--- config.mk ---
export PLATFORM = sky130hd
export DESIGN_NAME = i2c_master_byte_engine
export DESIGN_NICKNAME = d
export VERILOG_FILES = /design/src/i2cm_pkg.sv /design/src/i2c_master_byte_engine.sv
export SDC_FILE = /design/constraint.sdc
export NUM_CORES = 1
export LEC_CHECK = 0
export BUFFER_PORTS_ARGS = -buffer_cell sky130_fd_sc_hd__buf_2
export CORE_MARGIN = 5
export CORE_UTILIZATION = 60
export DETAILED_ROUTE_END_ITERATION = 6
export GPL_ROUTABILITY_DRIVEN = 0
export PLACE_DENSITY = 0.82
export SKIP_LAST_GASP = 1
export SYNTH_ARGS = -nofsm -noshare
export SYNTH_HDL_FRONTEND = slang
export SYNTH_SLANG_ARGS = --single-unit
--- constraint.sdc ---
create_clock -name clk -period 4.7 [get_ports clk]
set_input_delay 0.47 -clock clk [delete_from_list [all_inputs] [get_ports clk]]
set_output_delay 0.47 -clock clk [all_outputs]
set_load 0.05 [all_outputs]
--- src/i2cm_pkg.sv ---
// Shared types and constants for the I2C master byte engine.
package i2cm_pkg;

	// Command codes carried on the operation field.
	localparam logic [1:0] OP_START = 2'd0;
	localparam logic [1:0] OP_STOP  = 2'd1;
	localparam logic [1:0] OP_WRITE = 2'd2;
	localparam logic [1:0] OP_READ  = 2'd3;

	// Configuration register indexes.
	localparam int unsigned CFG_IDX_W = 3;
	localparam logic [CFG_IDX_W-1:0] REG_SETUP = 3'd0;
	localparam logic [CFG_IDX_W-1:0] REG_HOLD  = 3'd1;
	localparam logic [CFG_IDX_W-1:0] REG_LOW   = 3'd2;
	localparam logic [CFG_IDX_W-1:0] REG_HIGH  = 3'd3;
	localparam logic [CFG_IDX_W-1:0] REG_RISE  = 3'd4;

	// Timing register width and reset values.
	localparam int unsigned TICK_W = 16;
	localparam logic [TICK_W-1:0] SETUP_RST = 16'd50;
	localparam logic [TICK_W-1:0] HOLD_RST  = 16'd50;
	localparam logic [TICK_W-1:0] LOW_RST   = 16'd500;
	localparam logic [TICK_W-1:0] HIGH_RST  = 16'd500;
	localparam logic [TICK_W-1:0] RISE_RST  = 16'd1000;

	// Line sequencer phases.
	typedef enum logic [3:0] {
		PH_IDLE   = 4'd0,
		PH_S_RISE = 4'd1,
		PH_S_HOLD = 4'd2,
		PH_S_LOW  = 4'd3,
		PH_P_SET  = 4'd4,
		PH_P_HIGH = 4'd5,
		PH_P_RISE = 4'd6,
		PH_B_DATA = 4'd7,
		PH_B_HIGH = 4'd8,
		PH_B_LOW  = 4'd9
	} phase_t;

	// One result item as shown on the output channel.
	typedef struct packed {
		logic       scl_out;
		logic       sda_release;
		logic       ready_res;
		logic       done_res;
		logic [7:0] rx_byte;
		logic       ack_received;
	} result_t;

endpackage

--- src/i2c_master_byte_engine.sv ---
// I2C master byte engine: line sequencer with tick handshake and output skid buffer.
// A result is registered into the output buffer when its tick request is accepted.
// Throughput: one tick request per clock cycle while in_ready is high; the sequencer state
// is a single register stage, and a two-entry output buffer keeps input acceptance going
// while a result waits. Reset (arst_n low, asynchronous) returns the sequencer to idle
// with SCL high and SDA released, and loads the default timing registers.
module i2c_master_byte_engine
	import i2cm_pkg::*;
#(
	parameter int unsigned WAIT_WIDTH = 16
) (
	input  logic                 clk,
	input  logic                 arst_n,
	// Configuration write channel
	input  logic                 cfg_valid,
	output logic                 cfg_ready,
	input  logic [CFG_IDX_W-1:0] cfg_index,
	input  logic [TICK_W-1:0]    cfg_data,
	// Tick request channel
	input  logic                 in_valid,
	output logic                 in_ready,
	input  logic                 cmd_valid,
	input  logic [1:0]           operation,
	input  logic [7:0]           tx_byte,
	input  logic                 send_ack,
	input  logic                 sda_in,
	// Result channel
	output logic                 out_valid,
	input  logic                 out_ready,
	output logic                 scl_out,
	output logic                 sda_release,
	output logic                 ready_res,
	output logic                 done_res,
	output logic [7:0]           rx_byte,
	output logic                 ack_received
);

	localparam int unsigned CMP_W = (WAIT_WIDTH > TICK_W) ? WAIT_WIDTH : TICK_W;

	// Timing registers.
	logic [TICK_W-1:0] setup_q, hold_q, low_q, high_q, rise_q;

	// Sequencer state.
	phase_t                phase_q, phase_n;
	logic [1:0]            op_q, op_n;
	logic [3:0]            bit_q, bit_n;
	logic [WAIT_WIDTH-1:0] wait_q, wait_n;
	logic [7:0]            shift_q, shift_n;
	logic                  ackc_q, ackc_n;
	logic                  scl_q, scl_n;
	logic                  sda_q, sda_n;
	logic                  ackf_q, ackf_n;
	logic [7:0]            rxh_q, rxh_n;

	// Output buffer.
	result_t res_q, skid_q, res_n;
	logic    res_valid_q, skid_valid_q;

	logic in_acc, out_pop;

	assign in_ready  = !skid_valid_q;
	assign in_acc    = in_valid && in_ready;
	assign out_pop   = res_valid_q && out_ready;
	assign cfg_ready = 1'b1;

	// Converts a programmed tick count into a wait counter load value.
	function automatic logic [WAIT_WIDTH-1:0] load_val(input logic [TICK_W-1:0] d);
		logic [TICK_W-1:0] n;
		logic [CMP_W-1:0]  n_ext;
		logic [CMP_W-1:0]  max_ext;
		n       = (d == '0) ? '0 : d - 1'b1;
		n_ext   = CMP_W'(n);
		max_ext = CMP_W'({WAIT_WIDTH{1'b1}});
		if (n_ext > max_ext) begin
			load_val = {WAIT_WIDTH{1'b1}};
		end else begin
			load_val = n_ext[WAIT_WIDTH-1:0];
		end
	endfunction

	// Configuration register writes.
	always_ff @(posedge clk or negedge arst_n) begin
		if (!arst_n) begin
			setup_q <= SETUP_RST;
			hold_q  <= HOLD_RST;
			low_q   <= LOW_RST;
			high_q  <= HIGH_RST;
			rise_q  <= RISE_RST;
		end else if (cfg_valid && cfg_ready) begin
			case (cfg_index)
				REG_SETUP: setup_q <= cfg_data;
				REG_HOLD:  hold_q  <= cfg_data;
				REG_LOW:   low_q   <= cfg_data;
				REG_HIGH:  high_q  <= cfg_data;
				REG_RISE:  rise_q  <= cfg_data;
				default: begin
				end
			endcase
		end
	end

	// Next state of the sequencer for one tick.
	always_comb begin
		logic              do_enter;
		phase_t            ent;
		logic              dbit;
		logic [TICK_W-1:0] load_d;
		phase_n  = phase_q;
		op_n     = op_q;
		bit_n    = bit_q;
		wait_n   = wait_q;
		shift_n  = shift_q;
		ackc_n   = ackc_q;
		scl_n    = scl_q;
		sda_n    = sda_q;
		ackf_n   = ackf_q;
		rxh_n    = rxh_q;
		do_enter = 1'b0;
		ent      = PH_IDLE;
		dbit     = 1'b1;
		load_d   = '0;

		if (phase_q == PH_IDLE) begin
			// Idle: take a new command if one is offered.
			if (cmd_valid) begin
				op_n     = operation;
				bit_n    = 4'd0;
				do_enter = 1'b1;
				case (operation)
					OP_START: ent = PH_S_RISE;
					OP_STOP:  ent = PH_P_SET;
					OP_WRITE: begin
						shift_n = tx_byte;
						ent     = PH_B_DATA;
					end
					default: begin
						shift_n = 8'd0;
						ackc_n  = send_ack;
						ent     = PH_B_DATA;
					end
				endcase
			end
		end else if (wait_q != '0) begin
			wait_n = wait_q - 1'b1;
		end else begin
			// Current step's wait has ended: move to the next step.
			case (phase_q)
				PH_S_RISE: begin
					do_enter = 1'b1;
					ent      = PH_S_HOLD;
				end
				PH_S_HOLD: begin
					do_enter = 1'b1;
					ent      = PH_S_LOW;
				end
				PH_P_SET: begin
					do_enter = 1'b1;
					ent      = PH_P_HIGH;
				end
				PH_P_HIGH: begin
					do_enter = 1'b1;
					ent      = PH_P_RISE;
				end
				PH_S_LOW, PH_P_RISE: begin
					phase_n = PH_IDLE;
				end
				PH_B_DATA: begin
					do_enter = 1'b1;
					ent      = PH_B_HIGH;
				end
				PH_B_HIGH: begin
					if (op_q == OP_WRITE) begin
						if (bit_q == 4'd8) begin
							ackf_n = !sda_in;
						end
					end else if (bit_q < 4'd8) begin
						shift_n = {shift_q[6:0], sda_in};
					end
					do_enter = 1'b1;
					ent      = PH_B_LOW;
				end
				PH_B_LOW: begin
					if (bit_q >= 4'd8) begin
						if (op_q == OP_READ) begin
							rxh_n = shift_q;
						end
						phase_n = PH_IDLE;
					end else begin
						bit_n    = bit_q + 4'd1;
						do_enter = 1'b1;
						ent      = PH_B_DATA;
					end
				end
				default: begin
					phase_n = PH_IDLE;
					wait_n  = '0;
				end
			endcase
		end

		// Data bit driven for the bit step being entered.
		if (op_n == OP_WRITE) begin
			dbit = (bit_n < 4'd8) ? shift_n[3'd7 - bit_n[2:0]] : 1'b1;
		end else begin
			dbit = (bit_n < 4'd8) ? 1'b1 : !ackc_n;
		end

		// Entering a step sets the line levels and loads the wait counter.
		if (do_enter) begin
			phase_n = ent;
			case (ent)
				PH_S_RISE: begin
					scl_n  = 1'b1;
					sda_n  = 1'b1;
					load_d = rise_q;
				end
				PH_S_HOLD: begin
					sda_n  = 1'b0;
					load_d = hold_q;
				end
				PH_S_LOW: begin
					scl_n  = 1'b0;
					load_d = low_q;
				end
				PH_P_SET: begin
					sda_n  = 1'b0;
					load_d = setup_q;
				end
				PH_P_HIGH: begin
					scl_n  = 1'b1;
					load_d = high_q;
				end
				PH_P_RISE: begin
					sda_n  = 1'b1;
					load_d = rise_q;
				end
				PH_B_DATA: begin
					sda_n  = dbit;
					load_d = dbit ? rise_q : setup_q;
				end
				PH_B_HIGH: begin
					scl_n  = 1'b1;
					load_d = high_q;
				end
				PH_B_LOW: begin
					scl_n  = 1'b0;
					load_d = low_q;
				end
				default: begin
					phase_n = PH_IDLE;
				end
			endcase
			wait_n = load_val(load_d);
		end
	end

	// Result fields for this tick.
	always_comb begin
		res_n.scl_out      = scl_n;
		res_n.sda_release  = sda_n;
		res_n.ready_res    = (phase_q == PH_IDLE);
		res_n.done_res     = (phase_q != PH_IDLE) && (wait_q == '0) &&
			((phase_q == PH_S_LOW) || (phase_q == PH_P_RISE) ||
			((phase_q == PH_B_LOW) && (bit_q >= 4'd8)));
		res_n.rx_byte      = rxh_n;
		res_n.ack_received = ackf_n;
	end

	// Sequencer state registers, advanced once per accepted tick.
	always_ff @(posedge clk or negedge arst_n) begin
		if (!arst_n) begin
			phase_q <= PH_IDLE;
			op_q    <= 2'd0;
			bit_q   <= 4'd0;
			wait_q  <= '0;
			shift_q <= 8'd0;
			ackc_q  <= 1'b0;
			scl_q   <= 1'b1;
			sda_q   <= 1'b1;
			ackf_q  <= 1'b0;
			rxh_q   <= 8'd0;
		end else if (in_acc) begin
			phase_q <= phase_n;
			op_q    <= op_n;
			bit_q   <= bit_n;
			wait_q  <= wait_n;
			shift_q <= shift_n;
			ackc_q  <= ackc_n;
			scl_q   <= scl_n;
			sda_q   <= sda_n;
			ackf_q  <= ackf_n;
			rxh_q   <= rxh_n;
		end
	end

	// Output buffer valid flags.
	always_ff @(posedge clk or negedge arst_n) begin
		if (!arst_n) begin
			res_valid_q  <= 1'b0;
			skid_valid_q <= 1'b0;
		end else if (skid_valid_q) begin
			if (out_pop) begin
				skid_valid_q <= 1'b0;
			end
		end else if (in_acc) begin
			if (res_valid_q && !out_pop) begin
				skid_valid_q <= 1'b1;
			end else begin
				res_valid_q <= 1'b1;
			end
		end else if (out_pop) begin
			res_valid_q <= 1'b0;
		end
	end

	// Output buffer payload.
	always_ff @(posedge clk) begin
		if (skid_valid_q) begin
			if (out_pop) begin
				res_q <= skid_q;
			end
		end else if (in_acc) begin
			if (res_valid_q && !out_pop) begin
				skid_q <= res_n;
			end else begin
				res_q <= res_n;
			end
		end
	end

	assign out_valid    = res_valid_q;
	assign scl_out      = res_q.scl_out;
	assign sda_release  = res_q.sda_release;
	assign ready_res    = res_q.ready_res;
	assign done_res     = res_q.done_res;
	assign rx_byte      = res_q.rx_byte;
	assign ack_received = res_q.ack_received;

endmodule

* After elaboration in Yosys (flattened, before gate mapping)
Cells that the tools add are included.
** Operators by class
- Add/subtract/negate cells :: 4
- Multipliers :: 0
- Div/mod/pow operators :: 0
- $lt $le $gt $ge :: 5
- Equal/unequal tests :: 36
- Shift operators :: 0
- Muxes and demuxes :: 73
- Bitwise gates (word level) :: 1
- Reduce and logical (&&, ||, !) cells :: 41
** Operators by type and width (number)
- 16-bit two-way mux :: 8
- 16-bit one-hot mux with 6 select lines :: 1
- 8-bit two-way mux :: 11
- 13-bit two-way mux :: 4
- 4-bit two-way mux :: 12
- 4-bit by 3-bit == test with 1-bit output (second input constant) :: 8
- 16-bit logical NOT :: 2
- 16-bit by 1-bit subtractor with 16-bit output (second input constant) :: 2
- 4-bit one-hot mux with 7 select lines :: 1
- 1-bit two-way mux :: 25
- 4-bit == test (second input constant) :: 5
- 9-bit OR reduction :: 2
- 4-bit by 2-bit == test with 1-bit output (second input constant) :: 4
- 16-bit > comparator (second input constant) :: 1
- 8-bit one-hot mux with 2 select lines :: 1
- 16-bit nonzero test :: 1
- 3-bit AND reduction :: 4
- 2-bit AND reduction :: 5
- 2-bit OR reduction :: 5
- 2-bit == test (second input constant) :: 4
- 4-bit by 1-bit == test with 1-bit output (second input constant) :: 2
- 4-bit less-than comparator (second input constant) :: 2
- 2-bit by 1-bit != test with 1-bit output (second input constant) :: 4
- 4-bit one-hot mux with 2 select lines :: 1
- 29 further kinds :: 45
** Storage, ports and cells
- Bits in registers :: 154
- Bits in latches :: 0
- Bits in writable memories :: 0
- Memory bits (read-only) :: 0
- Input port bits :: 37
- Output and inout port bits :: 16
- Logic and storage cells :: 189
- Memories :: 0

* Longest topological paths before layout
- Depth after elaboration :: 18
- Mapped depth :: 19
- Depth with buffers taken out :: 16

* Least setup slack after synthesis
OpenSTA, ideal clock, no wires.
- Path type :: register to register
- Start :: register wait_q[0]
- End :: register wait_q[15]
- Library setup time :: 0.125 ns
- Arrival time :: 3.717 ns
- Data required time :: 4.575 ns
- Slack :: 0.858 ns
- Cell stages (with the launch flop) :: 18
- Path buffers :: 3
- Clock period less this slack :: 3.842 ns
- Cell sequence :: dfrtp_1 inv_1 ha_1 nor4b_1 nand4_1 buf_2 o31ai_2 buf_6 mux2_2 a22o_1 a221oi_1 o21ai_0 a311oi_1 and3_1 buf_2 and4_4 nand3_1 mux2_4
** Between the ends
- Longest elaborated chain between the ends :: 16
- Elaborated cells between the ends (all ways) :: 43
- Those cells by class :: 3 x add/sub; 2 x order compare; 11 x eq/ne; 21 x mux; 6 x reduce/logical
** RTL lines
- start: declaration :: RTL line i2c_master_byte_engine.sv:47 : logic [WAIT_WIDTH-1:0] wait_q, wait_n;
- start signal: assignment :: RTL line i2c_master_byte_engine.sv:286 : wait_q <= wait_n;
- 16-bit nonzero test :: RTL line i2c_master_byte_engine.sv:143 : end else if (wait_q != '0) begin
- 4-bit two-way mux :: RTL line i2c_master_byte_engine.sv:143
- 4-bit two-way mux :: RTL line i2c_master_byte_engine.sv:123 : if (phase_q == PH_IDLE) begin
- 3-bit subtractor :: RTL line i2c_master_byte_engine.sv:203 : dbit = (bit_n < 4'd8) ? shift_n[3'd7 - bit_n[2:0]] : 1'b1;
- 1-bit binary-select mux with 3-bit select :: RTL line i2c_master_byte_engine.sv:203
- 1-bit two-way mux (not written as such) :: RTL line i2c_master_byte_engine.sv:203
- 1-bit two-way mux :: RTL line i2c_master_byte_engine.sv:203
- 1-bit two-way mux :: RTL line i2c_master_byte_engine.sv:202 : if (op_n == OP_WRITE) begin
- 16-bit two-way mux :: RTL line i2c_master_byte_engine.sv:239 : load_d = dbit ? rise_q : setup_q;
- 16-bit one-hot mux with 6 select lines :: RTL line i2c_master_byte_engine.sv:211 : case (ent)
- 16-bit two-way mux :: RTL line i2c_master_byte_engine.sv:209 : if (do_enter) begin
- 16-bit by 1-bit subtractor with 16-bit output or 16-bit logical NOT (tied branches) :: RTL line i2c_master_byte_engine.sv:71 : n = (d == '0) ? '0 : d - 1'b1;
- 16-bit two-way mux :: RTL line i2c_master_byte_engine.sv:71
- 16-bit > comparator :: RTL line i2c_master_byte_engine.sv:74 : if (n_ext > max_ext) begin
- 16-bit two-way mux :: RTL line i2c_master_byte_engine.sv:74
- 16-bit two-way mux :: RTL line i2c_master_byte_engine.sv:209
Parallel ways exist; a longest one is shown, timed or not. The select of a mux whose other input is x is not followed.
A chain may end at the register's enable or synchronous reset.

* Worst setup path in the final report
- Start :: register phase_q[1]
- End :: register wait_q[8]
** Between the ends
- Longest elaborated chain between the ends :: 17
- Elaborated cells between the ends (all ways) :: 59
- Those cells by class :: 2 x add/sub; 2 x order compare; 21 x eq/ne; 25 x mux; 9 x reduce/logical
** RTL lines
- start: declaration :: RTL line i2c_master_byte_engine.sv:44 : phase_t phase_q, phase_n;
- start signal: assignment :: RTL line i2c_master_byte_engine.sv:283 : phase_q <= phase_n;
- 4-bit == test :: RTL line i2c_master_byte_engine.sv:147 : case (phase_q)
- 4-bit two-way mux :: RTL line i2c_master_byte_engine.sv:147
- 4-bit two-way mux :: RTL line i2c_master_byte_engine.sv:143
- 4-bit two-way mux :: RTL line i2c_master_byte_engine.sv:123
- 3-bit subtractor :: RTL line i2c_master_byte_engine.sv:203
- 1-bit binary-select mux with 3-bit select :: RTL line i2c_master_byte_engine.sv:203
- 1-bit two-way mux (not written as such) :: RTL line i2c_master_byte_engine.sv:203
- 1-bit two-way mux :: RTL line i2c_master_byte_engine.sv:203
- 1-bit two-way mux :: RTL line i2c_master_byte_engine.sv:202
- 16-bit two-way mux :: RTL line i2c_master_byte_engine.sv:239
- 16-bit one-hot mux with 6 select lines :: RTL line i2c_master_byte_engine.sv:211
- 16-bit two-way mux :: RTL line i2c_master_byte_engine.sv:209
- 16-bit by 1-bit subtractor with 16-bit output or 16-bit logical NOT (tied branches) :: RTL line i2c_master_byte_engine.sv:71
- 16-bit two-way mux :: RTL line i2c_master_byte_engine.sv:71
- 16-bit > comparator :: RTL line i2c_master_byte_engine.sv:74
- 16-bit two-way mux :: RTL line i2c_master_byte_engine.sv:74
- 16-bit two-way mux :: RTL line i2c_master_byte_engine.sv:209
Parallel ways exist; a longest one is shown, timed or not. The select of a mux whose other input is x is not followed.

==> impl_metrics.env <==
export IMPL_status="completed"
export IMPL_multi_input_area_sq_um=4880
export IMPL_dr_pass1_iters=6
export IMPL_maxCapViolCount=0
export IMPL_clkTransAtPathRegs_ns=0.07
export IMPL_hold_path_class="in2async"
export IMPL_clock_power_share_pct=23.6
export IMPL_setup_viol=0
export IMPL_synth_compound_area_share_pct=17.8
export IMPL_min_period_ns=4.53
export IMPL_cp_max_fo=19
export IMPL_syn_inst=861
export IMPL_pwr_share_comb_pct=42.4
export IMPL_final_util_pct=69.1
export IMPL_final_cell_area_sq_um=10400
export IMPL_yosysWarnings=0
export IMPL_yosysSeqAreaShare_pct=44.1
export IMPL_totalWireLength_mm=24.1
export IMPL_die_h_microns=133
export IMPL_cp_end_kind="flip-flop"
export IMPL_hold_viol_final=0
export IMPL_dp_slack_ns=0.00356
export IMPL_synth_edf_count=26
export IMPL_area_growth_pct=14.1
export IMPL_drc=0
export IMPL_async_flop_share_pct=83.1
export IMPL_antenna_cells=0
export IMPL_die_area_sq_um=17700
export IMPL_dp_hpwl_mm=16.9
export IMPL_num_vias=7648
export IMPL_ys_top_cells_by_area="dfrtp_1 (28%), mux2_2 (13%), edfxtp_1 (8.6%)"
export IMPL_seq_area_sq_um=4020
export IMPL_start_util_pct=60.5
export IMPL_fin_crit_sh_pct=96.5
export IMPL_yosysUniqueCellTypes=98
export IMPL_p_int_mw=3.75
export IMPL_detail_route_antenna_nets=0
export IMPL_synth_seq_cells=154
export IMPL_start_kind="flip-flop"
export IMPL_fillers=1062
export IMPL_clock_skew_ns=0.0126
export IMPL_htreeDepth=4
export IMPL_slew_headroom_pct=34.0
export IMPL_placedInstanceArea_sq_um=9650
export IMPL_max_freq_mhz=221
export IMPL_syn_cell_area_sq_um=9100
export IMPL_synth_xor_area_share_pct=1.35
export IMPL_cts_hold_buf=0
export IMPL_root_buffer="clkbuf_16"
export IMPL_p_leak_nw=4.33
export IMPL_clkSinkCount=154
export IMPL_grt_max_degree=53
export IMPL_nets=965
export IMPL_synth_nets=904
export IMPL_fin_ws_ns=0.165
export IMPL_ys_flop_type="dfrtp_1"
export IMPL_core_area_sq_um=15000
export IMPL_gr_usage_all_layers_pct=27.4
export IMPL_slew_violations=0
export IMPL_grt_pass1_vias=7428
export IMPL_synthAdderAreaFrac_pct=0.825
export IMPL_die_w_microns=133
export IMPL_avgSynthCellArea_sq_um=10.6
export IMPL_rows=45
export IMPL_synth_top_area_share_pct=28.0
export IMPL_pin_count=53
export IMPL_drive_gt1_share_pct=33.5
export IMPL_synthSimpleGateAreaFrac_pct=18.2
export IMPL_sw_frac_of_total_pct=40.8
export IMPL_fin_tns_setup_ns=0
export IMPL_finalNonFillerCells=1123
export IMPL_totalPowerFinal_mw=6.34
export IMPL_synth_top_family_by_area="simple AND/OR/NAND/NOR gates"
export IMPL_critical_path_class="reg2reg"
export IMPL_crit_required_ns=4.98
export IMPL_synth_area_mux_share_pct=14.1
export IMPL_arrival_ns=4.81
export IMPL_seqPwrFrac_pct=33.9
export IMPL_cts_tree="yes"
export IMPL_viasPerCell=6.81
export IMPL_portBuffers=51
export IMPL_synth_most_common_cell="mux2_2"
export IMPL_grt_pass1_wl_mm=39.1
export IMPL_cts_buffer_depth=2
export IMPL_cts_buffers=17
export IMPL_drt_wirelength_per_cell_microns=21.4
export IMPL_timing_hold_ws_ns=0.0152
export IMPL_synth_largest_area_cell="dfrtp_1"
export IMPL_peakVddDrop_v=0.000380
export IMPL_overflow=0
export IMPL_power_switching_mw=2.59
export IMPL_ys_top_cells_by_count="mux2_2 (103), dfrtp_1 (102), nand2_1 (102)"
export IMPL_first_iter_violations=1111
export IMPL_powerDensity_nw_per_um2=611
export IMPL_placed_cells=1090
export IMPL_antenna_found_initial=0
export IMPL_worst_pin_slew_ns=0.987
export IMPL_clock_latency_ns=0.43
==> worst paths after layout <==
| check | slack (ns) | depth (start not counted) | from | to |
|---|---|---|---|---|
| setup / recovery | 0.17 | 15 | phase_q[1] | wait_q[8] |
| hold / removal | 0.02 | 1 | arst_n | wait_q[14] |
| setup reg to reg | 0.17 | 15 | phase_q[1] | wait_q[8] |
| hold reg to reg | 0.48 | 2 | rxh_q[4] | rxh_q[4] |
| max in group asynchronous | 3.64 | 2 | arst_n | setup_q[2] |
| min in group clk | 0.24 | 2 | out_ready | skid_valid_q |
==> area by class of cell <==
| class | instances | share of cell area [%] |
|---|---|---|
| sequential | 154 | 38.7 |
| tap | 188 | 2.27 |
| multi-input combinational | 647 | 47.0 |
| clock buffer | 17 | 4.10 |
| timing repair buffer | 89 | 5.47 |
| inverter | 13 | 0.482 |
| clock inverter | 15 | 2.04 |
==> state kept, by name, indices dropped and copies added (netlist names), 2 cells and up <==
name,flops
shift_q,8
setup_q,16
phase_q,4
rx_byte,8
bit_q,4
op_q,2
low_q,16
wait_q,16
rxh_q,8
hold_q,16
rise_q,16
high_q,16
skid_q,13
==> layer usage <==
metal / track usage [%] / vias to the layer above / part of all wire, %
met5: 0 / - / 0
met4: 12.0 / 0 / 3.5
met3: 4.91 / 80 / 7.7
met2: 43.5 / 450 / 47
met1: 37.1 / 3727 / 42
li1: - / 3391 / -
==> worst max-delay path: stages, from the launching register on <==
cell	delay [ns]
dfrtp_1	0.38
or4_4	0.65
clkinv_2	0.12
buf_4	0.21
o31a_1	0.22
buf_4	0.29
nor3_1	0.16
a211o_1	0.29
a2111o_1	0.47
nor3_4	0.21
ha_1	0.23
o21ai_0	0.18
nor4_4	0.44
nand3_1	0.15
xnor2_1	0.25
o221ai_1	0.14
==> what timing repair did <==
| action | CTS | global route |
|---|---|---|
| setup endpoints to repair | 1 | 16 |
| buffers inserted | 0 | 1 |
| resized for setup | 1 | 14 |
| pin swaps | 0 | 2 |
==> layout by cell type, fill, tap and decap left out, types with 6 or more instances in the layout <==
master     instances
nand2_1          102
ha_1               6
nand4_1            7
a221oi_1           9
xor2_1             6
nor2_1            48
a21oi_1           32
nand3_1           21
o2bb2ai_1          7
mux2i_1            6
buf_4             37
clkbuf_16         17
a22oi_1           22
and3_1             9
dfstp_2           26
o211ai_1           8
a211o_1            6
dfrtp_1          102
nor3_1            25
buf_2             50
inv_1             12
a32o_1             8
nand2b_1           6
xnor2_1            8
o21ai_0           46
edfxtp_1          26
o21ai_1           10
nor4_1             8
mux2_2           103
a22o_1             7
==> power by group through the flow <==
stage | registers [mW] | logic, mW | clock network [mW]
2_1_floorplan | 2.24 | 1.81 | 0
3_3_place_gp | 2.13 | 2.51 | 0
3_5_place_dp | 2.15 | 2.57 | 0
4_1_cts | 2.13 | 2.59 | 1.51
5_1_grt | 2.19 | 2.90 | 1.57
6_report | 2.15 | 2.69 | 1.50
==> cell families (layout without fill, tap and decap cells) <==
family                   count (synthesis)  count (layout)
AND/OR/NAND/NOR                        294             294
AO/OA/AOI/OAI                          219             219
flip-flops                             154             154
buffers and inverters                   60             134
adder cells (fa/ha/maj)                  6               6
other                                    1               1
XOR/XNOR                                14              14
multiplexers                           113             113
(Power assumes the default switching activity.)
